### src/rtl/core/bdd_pkg.sv
// Package for the batched degrees-to-DMS converter.
// Shared batch token type, fixed-point constants and hemisphere codes.
// No dependencies.
package bdd_pkg;

  localparam int unsigned FracBits   = 23;
  localparam int unsigned CoordWidth = 32;
  localparam int unsigned DegWidth   = 9;
  localparam int unsigned MinWidth   = 7;
  localparam int unsigned SecWidth   = 7;
  localparam int unsigned HemiWidth  = 2;
  localparam int unsigned OutWidth   = 32;

  localparam logic [HemiWidth-1:0] HEMI_N = 2'd0;
  localparam logic [HemiWidth-1:0] HEMI_S = 2'd1;
  localparam logic [HemiWidth-1:0] HEMI_E = 2'd2;
  localparam logic [HemiWidth-1:0] HEMI_W = 2'd3;

  // Batch handed from front to back: which buffer bank is full.
  typedef struct packed {
    logic bank;
  } bdd_batch_t;

endpackage

### src/rtl/core/bdd_ram.sv
// Generic single-write, single-read RAM with registered read data.
// No dependencies.
module bdd_ram #(
  parameter int unsigned WIDTH = 32,
  parameter int unsigned DEPTH = 32
) (
  input  logic                     clk_i,
  input  logic                     we_i,
  input  logic [$clog2(DEPTH)-1:0] waddr_i,
  input  logic [WIDTH-1:0]         wdata_i,
  input  logic                     re_i,
  input  logic [$clog2(DEPTH)-1:0] raddr_i,
  output logic [WIDTH-1:0]         rdata_o
);

  logic [WIDTH-1:0] mem_q [DEPTH];
  logic [WIDTH-1:0] rdata_q;

  always_ff @(posedge clk_i) begin
    if (we_i) begin
      mem_q[waddr_i] <= wdata_i;
    end
    if (re_i) begin
      rdata_q <= mem_q[raddr_i];
    end
  end

  assign rdata_o = rdata_q;

endmodule

### src/rtl/core/bdd_front.sv
// Front end: APB register, input stream acceptance and bank fill.
// Writes samples into the buffer RAM and posts a token per full batch.
// Depends on bdd_pkg.
module bdd_front #(
  parameter int unsigned BATCH_DEPTH = 10,
  parameter int unsigned IDX_W       = 4
) (
  input  logic                   clk_i,
  input  logic                   rst_ni,
  input  logic                   s_axis_tvalid,
  output logic                   s_axis_tready,
  input  logic [31:0]            s_axis_tdata,
  input  logic                   psel,
  input  logic                   penable,
  input  logic                   pwrite,
  input  logic [2:0]             paddr,
  input  logic [31:0]            pwdata,
  output logic [31:0]            prdata,
  output logic                   pready,
  output logic                   ram_we_o,
  output logic [IDX_W:0]         ram_waddr_o,
  output logic [31:0]            ram_wdata_o,
  output logic                   push_o,
  output bdd_pkg::bdd_batch_t    push_data_o,
  input  logic                   done_i,
  output logic                   is_latitude_o
);
  import bdd_pkg::*;

  localparam logic [IDX_W-1:0] LastIdx = IDX_W'(BATCH_DEPTH - 1);

  logic [IDX_W-1:0] fill_idx_q, fill_idx_d;
  logic             bank_q, bank_d;
  logic [1:0]       pend_q, pend_d;
  logic             lat_q, lat_d;
  logic             accept, fill_last;

  // Two banks: at most two batches outstanding (queued or draining).
  assign s_axis_tready = (pend_q != 2'd2);
  assign accept        = s_axis_tvalid && s_axis_tready;
  assign fill_last     = (fill_idx_q == LastIdx);

  assign ram_we_o    = accept;
  assign ram_waddr_o = {bank_q, fill_idx_q};
  assign ram_wdata_o = s_axis_tdata;

  assign push_o           = accept && fill_last;
  assign push_data_o.bank = bank_q;

  assign pready        = 1'b1;
  assign prdata        = {31'd0, lat_q};
  assign is_latitude_o = lat_q;

  always_comb begin
    fill_idx_d = fill_idx_q;
    bank_d     = bank_q;
    lat_d      = lat_q;
    pend_d     = pend_q + {1'b0, push_o} - {1'b0, done_i};
    if (accept) begin
      if (fill_last) begin
        fill_idx_d = '0;
        bank_d     = ~bank_q;
      end else begin
        fill_idx_d = fill_idx_q + 1'b1;
      end
    end
    if (psel && penable && pwrite && pready && (paddr[2] == 1'b0)) begin
      lat_d = pwdata[0];
    end
  end

  always_ff @(posedge clk_i or negedge rst_ni) begin
    if (!rst_ni) begin
      fill_idx_q <= '0;
      bank_q     <= 1'b0;
      pend_q     <= 2'd0;
      lat_q      <= 1'b1;
    end else begin
      fill_idx_q <= fill_idx_d;
      bank_q     <= bank_d;
      pend_q     <= pend_d;
      lat_q      <= lat_d;
    end
  end

endmodule

### src/rtl/core/bdd_queue.sv
// Two-entry token queue between front and back.
// Depends on bdd_pkg.
module bdd_queue (
  input  logic                clk_i,
  input  logic                rst_ni,
  input  logic                push_i,
  input  bdd_pkg::bdd_batch_t push_data_i,
  input  logic                pop_i,
  output logic                valid_o,
  output bdd_pkg::bdd_batch_t data_o
);
  import bdd_pkg::*;

  bdd_batch_t entry_q [2];
  logic       wr_ptr_q, rd_ptr_q;
  logic [1:0] count_q;

  assign valid_o = (count_q != 2'd0);
  assign data_o  = entry_q[rd_ptr_q];

  always_ff @(posedge clk_i) begin
    if (push_i) begin
      entry_q[wr_ptr_q] <= push_data_i;
    end
  end

  always_ff @(posedge clk_i or negedge rst_ni) begin
    if (!rst_ni) begin
      wr_ptr_q <= 1'b0;
      rd_ptr_q <= 1'b0;
      count_q  <= 2'd0;
    end else begin
      if (push_i) begin
        wr_ptr_q <= ~wr_ptr_q;
      end
      if (pop_i) begin
        rd_ptr_q <= ~rd_ptr_q;
      end
      count_q <= count_q + {1'b0, push_i} - {1'b0, pop_i};
    end
  end

endmodule

### src/rtl/core/bdd_back.sv
// Back end: drains a full bank in order and converts each sample to DMS.
// Read, magnitude/minutes, seconds/output stages with one common stall.
// Depends on bdd_pkg.
module bdd_back #(
  parameter int unsigned BATCH_DEPTH = 10,
  parameter int unsigned IDX_W       = 4
) (
  input  logic                clk_i,
  input  logic                rst_ni,
  input  logic                q_valid_i,
  input  bdd_pkg::bdd_batch_t q_data_i,
  output logic                q_pop_o,
  output logic                done_o,
  input  logic                is_latitude_i,
  output logic                ram_re_o,
  output logic [IDX_W:0]      ram_raddr_o,
  input  logic [31:0]         ram_rdata_i,
  output logic                m_axis_tvalid,
  input  logic                m_axis_tready,
  output logic [31:0]         m_axis_tdata,
  output logic                m_axis_tlast
);
  import bdd_pkg::*;

  localparam logic [IDX_W-1:0] LastIdx = IDX_W'(BATCH_DEPTH - 1);
  localparam logic [28:0]      HalfQ   = 29'(1 << (FracBits - 1));

  logic             active_q;
  logic             bank_q;
  logic [IDX_W-1:0] rd_idx_q;
  logic             adv, issue, rd_last;

  logic             v1_q, l1_q;
  logic             v2_q, l2_q, neg2_q;
  logic [8:0]       deg_mag2_q;
  logic [28:0]      m60_2_q;

  logic             out_v_q, out_last_q;
  logic [31:0]      out_data_q;

  // Stage 1 logic
  logic             neg1;
  logic [31:0]      mag1;
  logic [22:0]      fm1;
  logic [28:0]      m60_1;

  // Stage 2 logic
  logic [5:0]       min_mag;
  logic [22:0]      rm;
  logic [28:0]      t60;
  logic [29:0]      t_pos;
  logic [28:0]      t_neg;
  logic [5:0]       sec_mag;
  logic [DegWidth-1:0]  deg_s;
  logic [MinWidth-1:0]  min_s;
  logic [SecWidth-1:0]  sec_s;
  logic [HemiWidth-1:0] hemi;
  logic             nonneg;

  assign adv     = !out_v_q || m_axis_tready;
  assign issue   = adv && active_q;
  assign rd_last = (rd_idx_q == LastIdx);
  assign q_pop_o = !active_q && q_valid_i;
  assign done_o  = issue && rd_last;

  assign ram_re_o    = issue;
  assign ram_raddr_o = {bank_q, rd_idx_q};

  always_ff @(posedge clk_i or negedge rst_ni) begin
    if (!rst_ni) begin
      active_q <= 1'b0;
      bank_q   <= 1'b0;
      rd_idx_q <= '0;
    end else if (q_pop_o) begin
      active_q <= 1'b1;
      bank_q   <= q_data_i.bank;
      rd_idx_q <= '0;
    end else if (issue) begin
      if (rd_last) begin
        active_q <= 1'b0;
      end
      rd_idx_q <= rd_idx_q + 1'b1;
    end
  end

  // Magnitude split: whole degrees and fraction times 60.
  always_comb begin
    neg1  = ram_rdata_i[31];
    mag1  = neg1 ? (32'd0 - ram_rdata_i) : ram_rdata_i;
    fm1   = mag1[22:0];
    m60_1 = {fm1, 6'd0} - {4'd0, fm1, 2'd0};
  end

  // Minutes, rounded seconds, signs and hemisphere.
  always_comb begin
    min_mag = m60_2_q[28:23];
    rm      = m60_2_q[22:0];
    t60     = {rm, 6'd0} - {4'd0, rm, 2'd0};
    t_pos   = {1'b0, t60} + {1'b0, HalfQ};
    t_neg   = t60 - HalfQ;
    if (!neg2_q) begin
      sec_mag = t_pos[28:23];
    end else if (t60 >= HalfQ) begin
      sec_mag = t_neg[28:23];
    end else begin
      sec_mag = 6'd0;
    end
    deg_s  = neg2_q ? (9'd0 - deg_mag2_q) : deg_mag2_q;
    min_s  = neg2_q ? (7'd0 - {1'b0, min_mag}) : {1'b0, min_mag};
    sec_s  = neg2_q ? (7'd0 - {1'b0, sec_mag}) : {1'b0, sec_mag};
    nonneg = !(neg2_q && (deg_mag2_q != 9'd0));
    if (nonneg) begin
      hemi = is_latitude_i ? HEMI_N : HEMI_E;
    end else begin
      hemi = is_latitude_i ? HEMI_S : HEMI_W;
    end
  end

  always_ff @(posedge clk_i or negedge rst_ni) begin
    if (!rst_ni) begin
      v1_q    <= 1'b0;
      v2_q    <= 1'b0;
      out_v_q <= 1'b0;
    end else if (adv) begin
      v1_q    <= issue;
      v2_q    <= v1_q;
      out_v_q <= v2_q;
    end
  end

  always_ff @(posedge clk_i) begin
    if (adv) begin
      l1_q       <= rd_last;
      l2_q       <= l1_q;
      neg2_q     <= neg1;
      deg_mag2_q <= mag1[31:23];
      m60_2_q    <= m60_1;
      out_last_q <= l2_q;
      out_data_q <= {7'd0, hemi, sec_s, min_s, deg_s};
    end
  end

  assign m_axis_tvalid = out_v_q;
  assign m_axis_tdata  = out_data_q;
  assign m_axis_tlast  = out_last_q;

endmodule

### src/rtl/core/batched_degrees_to_dms_top.sv
// Order: a completed batch is queued, then read and converted in the back end's stages;
// its results then leave one result per cycle while m_axis_tready is high.
// Throughput: one input per cycle; a two-bank buffer lets the next batch fill
// while the previous one drains, input stalls only with two batches pending.
// Reset: asynchronous, active low; clears counters, queue and valids,
// is_latitude returns to 1. Partial batches are held, never emitted.
module batched_degrees_to_dms_top #(
  parameter int unsigned BATCH_DEPTH = 10
) (
  input  logic        clk_i,
  input  logic        rst_ni,
  input  logic        s_axis_tvalid,
  output logic        s_axis_tready,
  input  logic [31:0] s_axis_tdata,   // [31:0] coordinate
  output logic        m_axis_tvalid,
  input  logic        m_axis_tready,
  output logic [31:0] m_axis_tdata,   // [8:0] whole_degrees, [15:9] whole_minutes,
                                      // [22:16] rounded_seconds, [24:23] hemisphere
  output logic        m_axis_tlast,
  input  logic        psel,
  input  logic        penable,
  input  logic        pwrite,
  input  logic [2:0]  paddr,
  input  logic [31:0] pwdata,
  output logic [31:0] prdata,
  output logic        pready
);
  import bdd_pkg::*;

  localparam int unsigned IdxW    = (BATCH_DEPTH > 1) ? $clog2(BATCH_DEPTH) : 1;
  localparam int unsigned RamDepth = 2 << IdxW;

  logic            ram_we, ram_re;
  logic [IdxW:0]   ram_waddr, ram_raddr;
  logic [31:0]     ram_wdata, ram_rdata;
  logic            push, pop, q_valid, done, is_lat;
  bdd_batch_t      push_data, q_data;

  bdd_front #(.BATCH_DEPTH(BATCH_DEPTH), .IDX_W(IdxW)) u_front (
    .clk_i, .rst_ni,
    .s_axis_tvalid, .s_axis_tready, .s_axis_tdata,
    .psel, .penable, .pwrite, .paddr, .pwdata, .prdata, .pready,
    .ram_we_o(ram_we), .ram_waddr_o(ram_waddr), .ram_wdata_o(ram_wdata),
    .push_o(push), .push_data_o(push_data),
    .done_i(done), .is_latitude_o(is_lat)
  );

  bdd_queue u_queue (
    .clk_i, .rst_ni,
    .push_i(push), .push_data_i(push_data),
    .pop_i(pop), .valid_o(q_valid), .data_o(q_data)
  );

  bdd_ram #(.WIDTH(CoordWidth), .DEPTH(RamDepth)) u_ram (
    .clk_i,
    .we_i(ram_we), .waddr_i(ram_waddr), .wdata_i(ram_wdata),
    .re_i(ram_re), .raddr_i(ram_raddr), .rdata_o(ram_rdata)
  );

  bdd_back #(.BATCH_DEPTH(BATCH_DEPTH), .IDX_W(IdxW)) u_back (
    .clk_i, .rst_ni,
    .q_valid_i(q_valid), .q_data_i(q_data), .q_pop_o(pop),
    .done_o(done), .is_latitude_i(is_lat),
    .ram_re_o(ram_re), .ram_raddr_o(ram_raddr), .ram_rdata_i(ram_rdata),
    .m_axis_tvalid, .m_axis_tready, .m_axis_tdata, .m_axis_tlast
  );

endmodule

### config.mk
export PLATFORM = sky130hd
export DESIGN_NAME = batched_degrees_to_dms_top
export DESIGN_NICKNAME = d
export VERILOG_FILES = /design/src/rtl/core/bdd_pkg.sv /design/src/rtl/core/bdd_ram.sv /design/src/rtl/core/bdd_front.sv /design/src/rtl/core/bdd_queue.sv /design/src/rtl/core/bdd_back.sv /design/src/rtl/core/batched_degrees_to_dms_top.sv
export SDC_FILE = /design/constraint.sdc
export NUM_CORES = 1
export LEC_CHECK = 0
export ABC_CLOCK_PERIOD_IN_PS = 11900
export BUFFER_PORTS_ARGS = -buffer_cell sky130_fd_sc_hd__clkbuf_2
export CAP_MARGIN = 25
export CORE_MARGIN = 2
export CORE_UTILIZATION = 50
export DETAILED_ROUTE_END_ITERATION = 12
export GPL_ROUTABILITY_DRIVEN = 0
export HOLD_SLACK_MARGIN = 0.02
export PLACE_DENSITY = 0.75
export SETUP_SLACK_MARGIN = 0.1
export SLEW_MARGIN = 20
export SYNTH_ARGS = -nofsm -noshare
export SYNTH_HDL_FRONTEND = slang
export SYNTH_SLANG_ARGS = --single-unit
### constraint.sdc
create_clock -name clk_i -period 11.9 [get_ports clk_i]
set_clock_uncertainty 0.15 [all_clocks]
set_input_delay 2.38 -clock clk_i [delete_from_list [all_inputs] [get_ports clk_i]]
set_output_delay 2.38 -clock clk_i [all_outputs]
set_load 0.05 [all_outputs]
==> impl_metrics.py, run 1 <==
metrics = {
    "clocking": {
        "cts_sinks": 1144,
        "clkSlewWorstSetupHoldPaths_ns": 0.07,
        "clk-insertion-delay-late_ns": 0.69,
        "ctsHoldBuffers": 0,
        "numCtsBuffers": 109,
        "h-tree-depth": 3,
        "cts.root.buffer_cell": "sky130_fd_sc_hd__clkbuf_16",
        "cts_tree": "yes",
        "cts_buffer_depth": 3,
        "cts_post_setup_buffers_inserted": 0,
        "postCtsResizedCells": 0,
    },
    "placement": {
        "count_of_input_and_output_buffers": 69,
        "post_detailed_placement_half_perimeter_wirelength_mm": 57.14,
        "dpl_worst_slack_ns": 6.704,
    },
    "worst_setup_path": {
        "critPathBufInv": 1,
        "startpoint_types": "flop",
        "timing_worst_setup_path_type": "flop to flop",
        "path_max_fanout": 8,
        "worstSetupEndpointType": "flop",
        "critical_path.max_stage_delay_ns": 0.41,
        "regToRegSetupSlack_ns": 6.97,
        "critPathMostFrequentCell": "sky130_fd_sc_hd__ha_1",
        "crit_chain": "ha_1 -> nor3b_1 -> a22o_1 -> o211a_1 -> o21ai_1 -> a211oi_2 -> ha_1 -> o2111ai_1 -> a211oi_1 -> o221ai_1 -> nor3_1 -> a41oi_1 -> nand4_1 -> nand3_1 -> o21ai_0 -> inv_1 -> ha_1 -> and3_1 -> o32ai_1 -> o22ai_1",
        "timing.critical_path.slowest_stage_cell": "sky130_fd_sc_hd__edfxtp_1",
        "critPathRequiredTime_ns": 12.18,
        "kind_of_cell_adding_the_most_delay_to_the_critical_path": "compound AO/OA/AOI/OAI gates",
        "arrival_ns": 5.20,
    },
    "floorplanning": {
        "total_die_area_mm2": 0.09623,
        "core-area_mm2": 0.09319,
        "die_width_um": 310.2,
        "starting_density_of_the_core_pct": 50.31,
        "row_count": 112,
        "die_span_y_um": 310.2,
        "ports": 142,
    },
    "synth": {
        "yosys_register_bits": 1144,
        "synth.yosys.seq_area_share_pct": 73.05,
        "ys_async_sr_fraction_pct": 1.836,
        "count_of_flip_flops_with_a_built_in_enable_after_synthesis": 1123,
        "synth_cells": 2302,
        "yosysUniqueCellTypes": 81,
        "yosys-top-cells-area": "sky130_fd_sc_hd__edfxtp_1, sky130_fd_sc_hd__mux4_2, sky130_fd_sc_hd__ha_1, sky130_fd_sc_hd__xnor2_1, sky130_fd_sc_hd__dfrtp_1",
        "synth.cell_area_mm2": 0.04688,
        "yosys.area.top_type_share_pct": 71.93,
        "synth.top_cells.by_count": "sky130_fd_sc_hd__edfxtp_1, sky130_fd_sc_hd__mux4_2, sky130_fd_sc_hd__clkbuf_1",
        "syn_avg_cell_area_um2": 20.37,
        "synthFlopType": "sky130_fd_sc_hd__edfxtp_1",
        "yosys.area.top_type": "sky130_fd_sc_hd__edfxtp_1",
        "most_instantiated_library_cell_after_synthesis": "sky130_fd_sc_hd__edfxtp_1",
        "synth-warning-count": 0,
    },
    "detailed_routing": {
        "wl_per_cell_um": 28.12,
        "drt_iter0_markers": 3030,
        "drt-vias-per-instance": 6.152,
        "drc": 0,
        "finalWirelength_mm": 106.0,
        "vias": 23190,
        "detail_route.first_pass.iterations": 6,
        "ant_nets": 0,
    },
    "grt": {
        "antenna_violations_before_repair": 6,
        "grt_pass1_wl_mm": 155.1,
        "grt_overflow_total": 0,
        "grt_util_all_layers_pct": 22.35,
        "grt_max_degree": 153,
        "grt_pass1_vias": 23360,
    },
    "sta": {
        "timing.slew.headroom_pct": 30.01,
        "max_freq_mhz": 202.9,
        "tns_ns": 0,
        "slew_at_the_pin_with_the_worst_max_slew_slack_ns": 1.050,
        "post-route-worst-setup-slack_ns": 6.973,
        "timing.final.crit_period_ns": 4.927,
        "slew_violations": 0,
        "report.final.setup_viol": 0,
        "timing.hold.ws_ns": 0.2724,
        "layout_worst_path_cycle_share_pct": 41.41,
        "rsz_0062_raised_after_global_routing": "no",
        "hold_violations": 0,
    },
    "min_path": {
        "tightest_hold_check_type": "flop to flop",
    },
    "power": {
        "share_comb_of_total_power_pct": 39.0,
        "worst_vdd_ir_v": 0.0002709,
        "sw_frac_of_total_pct": 34.80,
        "power_leakage_nw": 16.81,
        "power.share.sequential_pct": 37.8,
        "power.clock.fraction_pct": 23.2,
        "netSwitchingPower_mw": 5.024,
        "p_int_mw": 9.414,
        "cellPowerDensity_mw_per_mm2": 275.4,
        "power.total_mw": 14.44,
    },
    "final_layout": {
        "synthToLayoutAreaGrowth_pct": 11.81,
        "drive_gt1_share_pct": 27.22,
        "multiInputGateArea_mm2": 0.01211,
        "finish.utilization_pct": 56.25,
        "ff_latch_area_mm2": 0.03427,
        "layout.filler_cells": 6622,
        "final_net_count": 2551,
    },
    "run": {
        "cap_viol_max_count": 0,
    },
    "run_status": {
        "status": "completed",
    },
}
## per-layer routing
| layer | track usage [%] | wire, um |
|---|---|---|
| met2 | 36.74 | 52750 |
| met5 | 0 | 29 |
| met3 | 4.993 | 9482 |
| met1 | 30.29 | 40860 |
| met4 | 6.460 | 2858 |
## flip-flops by register name (all words and copies together), names as in the netlist, 2 cells and up
signal               cells
u_front.fill_idx_q       4
u_ram.mem_q           1024
u_queue.count_q          2
u_front.pend_q           2
u_back.deg_mag2_q        9
u_queue.entry_q          2
u_back.rd_idx_q          4
u_back.m60_2_q          27
u_ram.rdata_o           32
u_back.m_axis_tdata     25
## layout by cell type, fill, tap and decap left out, drive strengths merged, types with 10 or more instances in the layout
cell / n
edfxtp: 1123
mux4: 320
clkbuf: 202
nor2: 68
nand2: 67
inv: 67
xnor2: 64
ha: 50
buf: 47
o21ai: 45
clkinv: 45
conb: 39
mux2: 34
a21oi: 33
xor2: 26
nor3: 22
dfrtp: 20
nand3: 19
nand2b: 17
or3: 16
a21o: 16
o31ai: 12
a31oi: 11
nand4: 10
## path summary, 6_finish.rpt
check,from,endpoint,cells after the start
min in group asynchronous,rst_ni,u_front.pend_q[0],1
min,u_back.l2_q,u_back.m_axis_tlast,0
max,u_back.m60_2_q[4],u_back.m_axis_tdata[20],20
max reg2reg,u_back.m60_2_q[4],u_back.m_axis_tdata[20],20
max in group asynchronous,rst_ni,u_back.rd_idx_q[0],1
min reg2reg,u_back.l2_q,u_back.m_axis_tlast,0
## power by group through the flow
stage	clock network, mW	registers, mW	logic, mW
after floorplan	0	5.44	4.12
after global placement	0	5.52	5.39
after detailed placement	0	5.55	5.53
after CTS	3.40	5.47	5.57
after global routing	3.55	5.50	6.07
final	3.35	5.45	5.63
## logic make-up after synthesis
group / after synthesis / synth area share (%)
mux: 358 / 16.27
xor+xnor: 90 / 1.681
simple gates: 273 / 3.002
fa+ha+maj: 50 / 1.334
compound gates: 185 / 2.711
flops: 1144 / 73.05
other cells: 2 / 0.01602
buf+inv: 200 / 1.929
## final cells by class
cell class | instances | share of cell area, %
Sequential cell | 1144 | 65.37
Multi-Input combinational cell | 995 | 23.10
Clock buffer | 133 | 5.456
Tap cell | 1254 | 2.993
Timing Repair Buffer | 116 | 1.518
Clock inverter | 64 | 1.122
Inverter | 61 | 0.4368
Antenna cell | 2 | 0.009547
## per-stage QoR
stage	cells	instance area, um^2
2_1_floorplan	2339	47020
3_3_place_gp	3566	48880
3_5_place_dp	3567	48910
4_1_cts	3764	52350
5_1_grt	3768	52420
6_report	3769	52420
(Power assumes the default switching activity.)
==> inputs of run 2 (changes only) <==
--- a/config.mk
+++ b/config.mk
@@ -5,7 +5,7 @@
 export SDC_FILE = /design/constraint.sdc
 export NUM_CORES = 1
 export LEC_CHECK = 0
-export ABC_CLOCK_PERIOD_IN_PS = 11900
+export ABC_CLOCK_PERIOD_IN_PS = 4200
 export BUFFER_PORTS_ARGS = -buffer_cell sky130_fd_sc_hd__clkbuf_2
 export CAP_MARGIN = 25
 export CORE_MARGIN = 2
@@ -13,7 +13,7 @@
 export DETAILED_ROUTE_END_ITERATION = 12
 export GPL_ROUTABILITY_DRIVEN = 0
 export HOLD_SLACK_MARGIN = 0.02
-export PLACE_DENSITY = 0.75
+export PLACE_DENSITY = 0.78
 export SETUP_SLACK_MARGIN = 0.1
 export SLEW_MARGIN = 20
 export SYNTH_ARGS = -nofsm -noshare
==> constraint.sdc (replaced) <==
create_clock -name clk_i -period 4.2 [get_ports clk_i]
set_clock_uncertainty 0.15 [all_clocks]
set_input_delay 0.84 -clock clk_i [delete_from_list [all_inputs] [get_ports clk_i]]
set_output_delay 0.84 -clock clk_i [all_outputs]
set_load 0.05 [all_outputs]
==> run 2 against run 1 <==
The run now ends with setup timing left; die area is the same; clock power grew to 2.8 times the previous value; cell count grew 2.2%; first-iteration DRC count shrank 2.1%; flip-flop and latch count is the same; power grew to 3.0 times the previous value; combinational power grew to 3.2 times the previous value; clock-buffer cell count grew 3; worst hold slack lost 0.026 ns; fmax grew 12%; global-route usage grew 0.89 points; sequential power grew to 2.8 times the previous value; critical endpoint unchanged.
==> impl_metrics.py, run 2 (synthesis gave the netlist of run 1 again) <==
metrics = {
    "power": {
        "cellPowerDensity_mw_per_mm2": 800.5,
        "power_leakage_nw": 17.28,
        "worst_vdd_ir_v": 0.0006254,
    },
    "detailed_routing": {
        "vias": 24000,
        "finalWirelength_mm": 110.8,
        "drt_iter0_markers": 2967,
        "wl_per_cell_um": 28.76,
        "drc": 0,
        "detail_route.first_pass.iterations": 5,
        "ant_nets": 0,
        "drt-vias-per-instance": 6.230,
    },
    "grt": {
        "grt_pass1_wl_mm": 161.5,
        "antenna_violations_before_repair": 7,
        "grt_util_all_layers_pct": 23.25,
        "grt_overflow_total": 0,
        "grt_pass1_vias": 24360,
        "grt_max_degree": 69,
    },
    "min_path": {
        "tightest_hold_check_type": "input port to flop",
    },
    "placement": {
        "post_detailed_placement_half_perimeter_wirelength_mm": 60.16,
        "count_of_input_and_output_buffers": 69,
        "placement.cell_area_mm2": 0.04958,
        "place_inst": 3626,
    },
    "sta": {
        "report.final.setup_viol": 3,
        "max_freq_mhz": 228.2,
        "slew_at_the_pin_with_the_worst_max_slew_slack_ns": 0.8740,
        "layout_worst_path_cycle_share_pct": 104.3,
        "hold_violations": 0,
        "timing.slew.headroom_pct": 41.59,
        "timing.final.crit_period_ns": 4.382,
        "rsz_0062_raised_after_global_routing": "yes",
        "post-route-worst-setup-slack_ns": -0.1820,
        "slew_violations": 0,
    },
    "worst_setup_path": {
        "arrival_ns": 4.63,
        "worstSetupEndpointType": "flop",
        "startpoint_types": "flop",
        "regToRegSetupSlack_ns": -0.18,
        "timing_worst_setup_path_type": "flop to flop",
        "path_max_fanout": 4,
        "critPathRequiredTime_ns": 4.45,
    },
    "final_layout": {
        "final_cell_mix": "sky130_fd_sc_hd__edfxtp_1, sky130_fd_sc_hd__mux4_2, sky130_fd_sc_hd__clkbuf_16",
        "synthToLayoutAreaGrowth_pct": 13.97,
        "drive_gt1_share_pct": 30.96,
        "final_cell_area_mm2": 0.05344,
        "layout_commonest_cell": "sky130_fd_sc_hd__edfxtp_1",
        "register_bank_with_the_most_flops": "u_ram.mem_q",
        "final_net_count": 2628,
        "layoutNonFillerInstCount": 3852,
        "flip_flop_count_of_the_largest_register_all_copies_and_words_added": 1024,
    },
    "run_status": {
        "status": "finished, violations left",
        "failed_checks": "setup timing",
    },
    "clocking": {
        "h-tree-depth": 3,
        "clk-insertion-delay-late_ns": 0.70,
        "numCtsBuffers": 109,
        "cts_buffer_depth": 3,
        "cts_sinks": 1144,
        "clkSlewWorstSetupHoldPaths_ns": 0.06,
        "cts.root.buffer_cell": "sky130_fd_sc_hd__clkbuf_16",
        "cts_tree": "yes",
    },
    "floorplanning": {
        "total_die_area_mm2": 0.09623,
        "core-area_mm2": 0.09319,
        "ports": 142,
        "die_width_um": 310.2,
        "row_count": 112,
        "starting_density_of_the_core_pct": 50.31,
        "die_span_y_um": 310.2,
    },
    "run": {
        "cap_viol_max_count": 0,
    },
}
run 2: cell count changes in the layout (fill, tap and decap cells not counted), sizes merged, moves of 2 or more:
cell      change
clkbuf        +3
inv           +2
buf          +76
diode         +2
clkinvlp      -4
clkinv        +4
run 2: final cells by class:
class                   instances  area, um^2
fillers                      6474       39750
repair buffers                193        1558
clock inverters                65       555.5
well taps                    1254        1569
multi-input cells             995       12400
inverters                      61       229.0
clock buffers                 136        2850
flip-flops and latches       1144       34270
diodes                          4       10.01
run 2: stage by stage:
stage	hold slack [ns]	setup slack, ns	total power, mW	TNS (ns)	util, %
final	0.2461	-0.1820	42.78	-0.3378	57.34
after CTS	0.2251	-0.05471	42.24	-0.08636	57.04
after global routing	0.2465	-0.3140	44.69	-1.006	57.33
after floorplan	0.2503	0.08420	27.11	0	-
after detailed placement	0.2610	-0.1971	32.00	-0.3360	53.20
after global placement	0.2644	-0.1068	31.43	-0.1319	53.20
run 2: routing by layer:
| metal | global-route usage [%] | wire length [um] |
|---|---|---|
| met5 | 0 | 56 |
| met1 | 30.54 | 41040 |
| met4 | 8.538 | 4099 |
| met2 | 38.69 | 55650 |
| met3 | 4.822 | 9924 |
run 2: worst paths after layout:
check	start	end	depth (start not counted)
worst max-delay path	u_back.m60_2_q[9]	u_back.m_axis_tdata[20]	21
worst min-delay path	pwdata[0]	u_front.is_latitude_o	3
worst max register to register	u_back.m60_2_q[9]	u_back.m_axis_tdata[20]	21
worst min register to register	u_back.l2_q	u_back.m_axis_tlast	0
max in group asynchronous	rst_ni	u_back.bank_q	2
min in group asynchronous	rst_ni	u_front.pend_q[0]	2
run 2: power breakdown:
group,switching [mW],total (mW),internal [mW]
logic,9.74,18.0,8.22
registers,1.01,15.4,14.4
clock network,4.23,9.43,5.21
total,15.0,42.8,27.8
run 2: critical path, cell delays in order (launching register included):
cell,delay (ns)
sky130_fd_sc_hd__edfxtp_1,0.43
sky130_fd_sc_hd__ha_4,0.32
sky130_fd_sc_hd__buf_6,0.10
sky130_fd_sc_hd__nor2_2,0.04
sky130_fd_sc_hd__nor3_2,0.32
sky130_fd_sc_hd__o211a_1,0.29
sky130_fd_sc_hd__o21ai_2,0.10
sky130_fd_sc_hd__a211oi_2,0.33
sky130_fd_sc_hd__ha_4,0.20
sky130_fd_sc_hd__o2111ai_4,0.10
sky130_fd_sc_hd__a211oi_2,0.19
sky130_fd_sc_hd__o221ai_2,0.12
sky130_fd_sc_hd__nor3_2,0.23
sky130_fd_sc_hd__a41oi_2,0.12
sky130_fd_sc_hd__nand4_1,0.18
sky130_fd_sc_hd__nand3_1,0.11
sky130_fd_sc_hd__o21ai_2,0.13
sky130_fd_sc_hd__inv_2,0.07
sky130_fd_sc_hd__ha_4,0.18
sky130_fd_sc_hd__and3_4,0.16
sky130_fd_sc_hd__o32ai_4,0.11
sky130_fd_sc_hd__o22ai_1,0.13
run 2: timing repair:
action | 4_1_cts | 5_1_grt
setup buffers | 10 | 13
endpoints found under the setup margin | 6 | 16
hold buffers | 1 | 0
pin swaps | 18 | 18
gates resized for setup | 18 | 35
endpoints found under the hold margin | 19 | 0
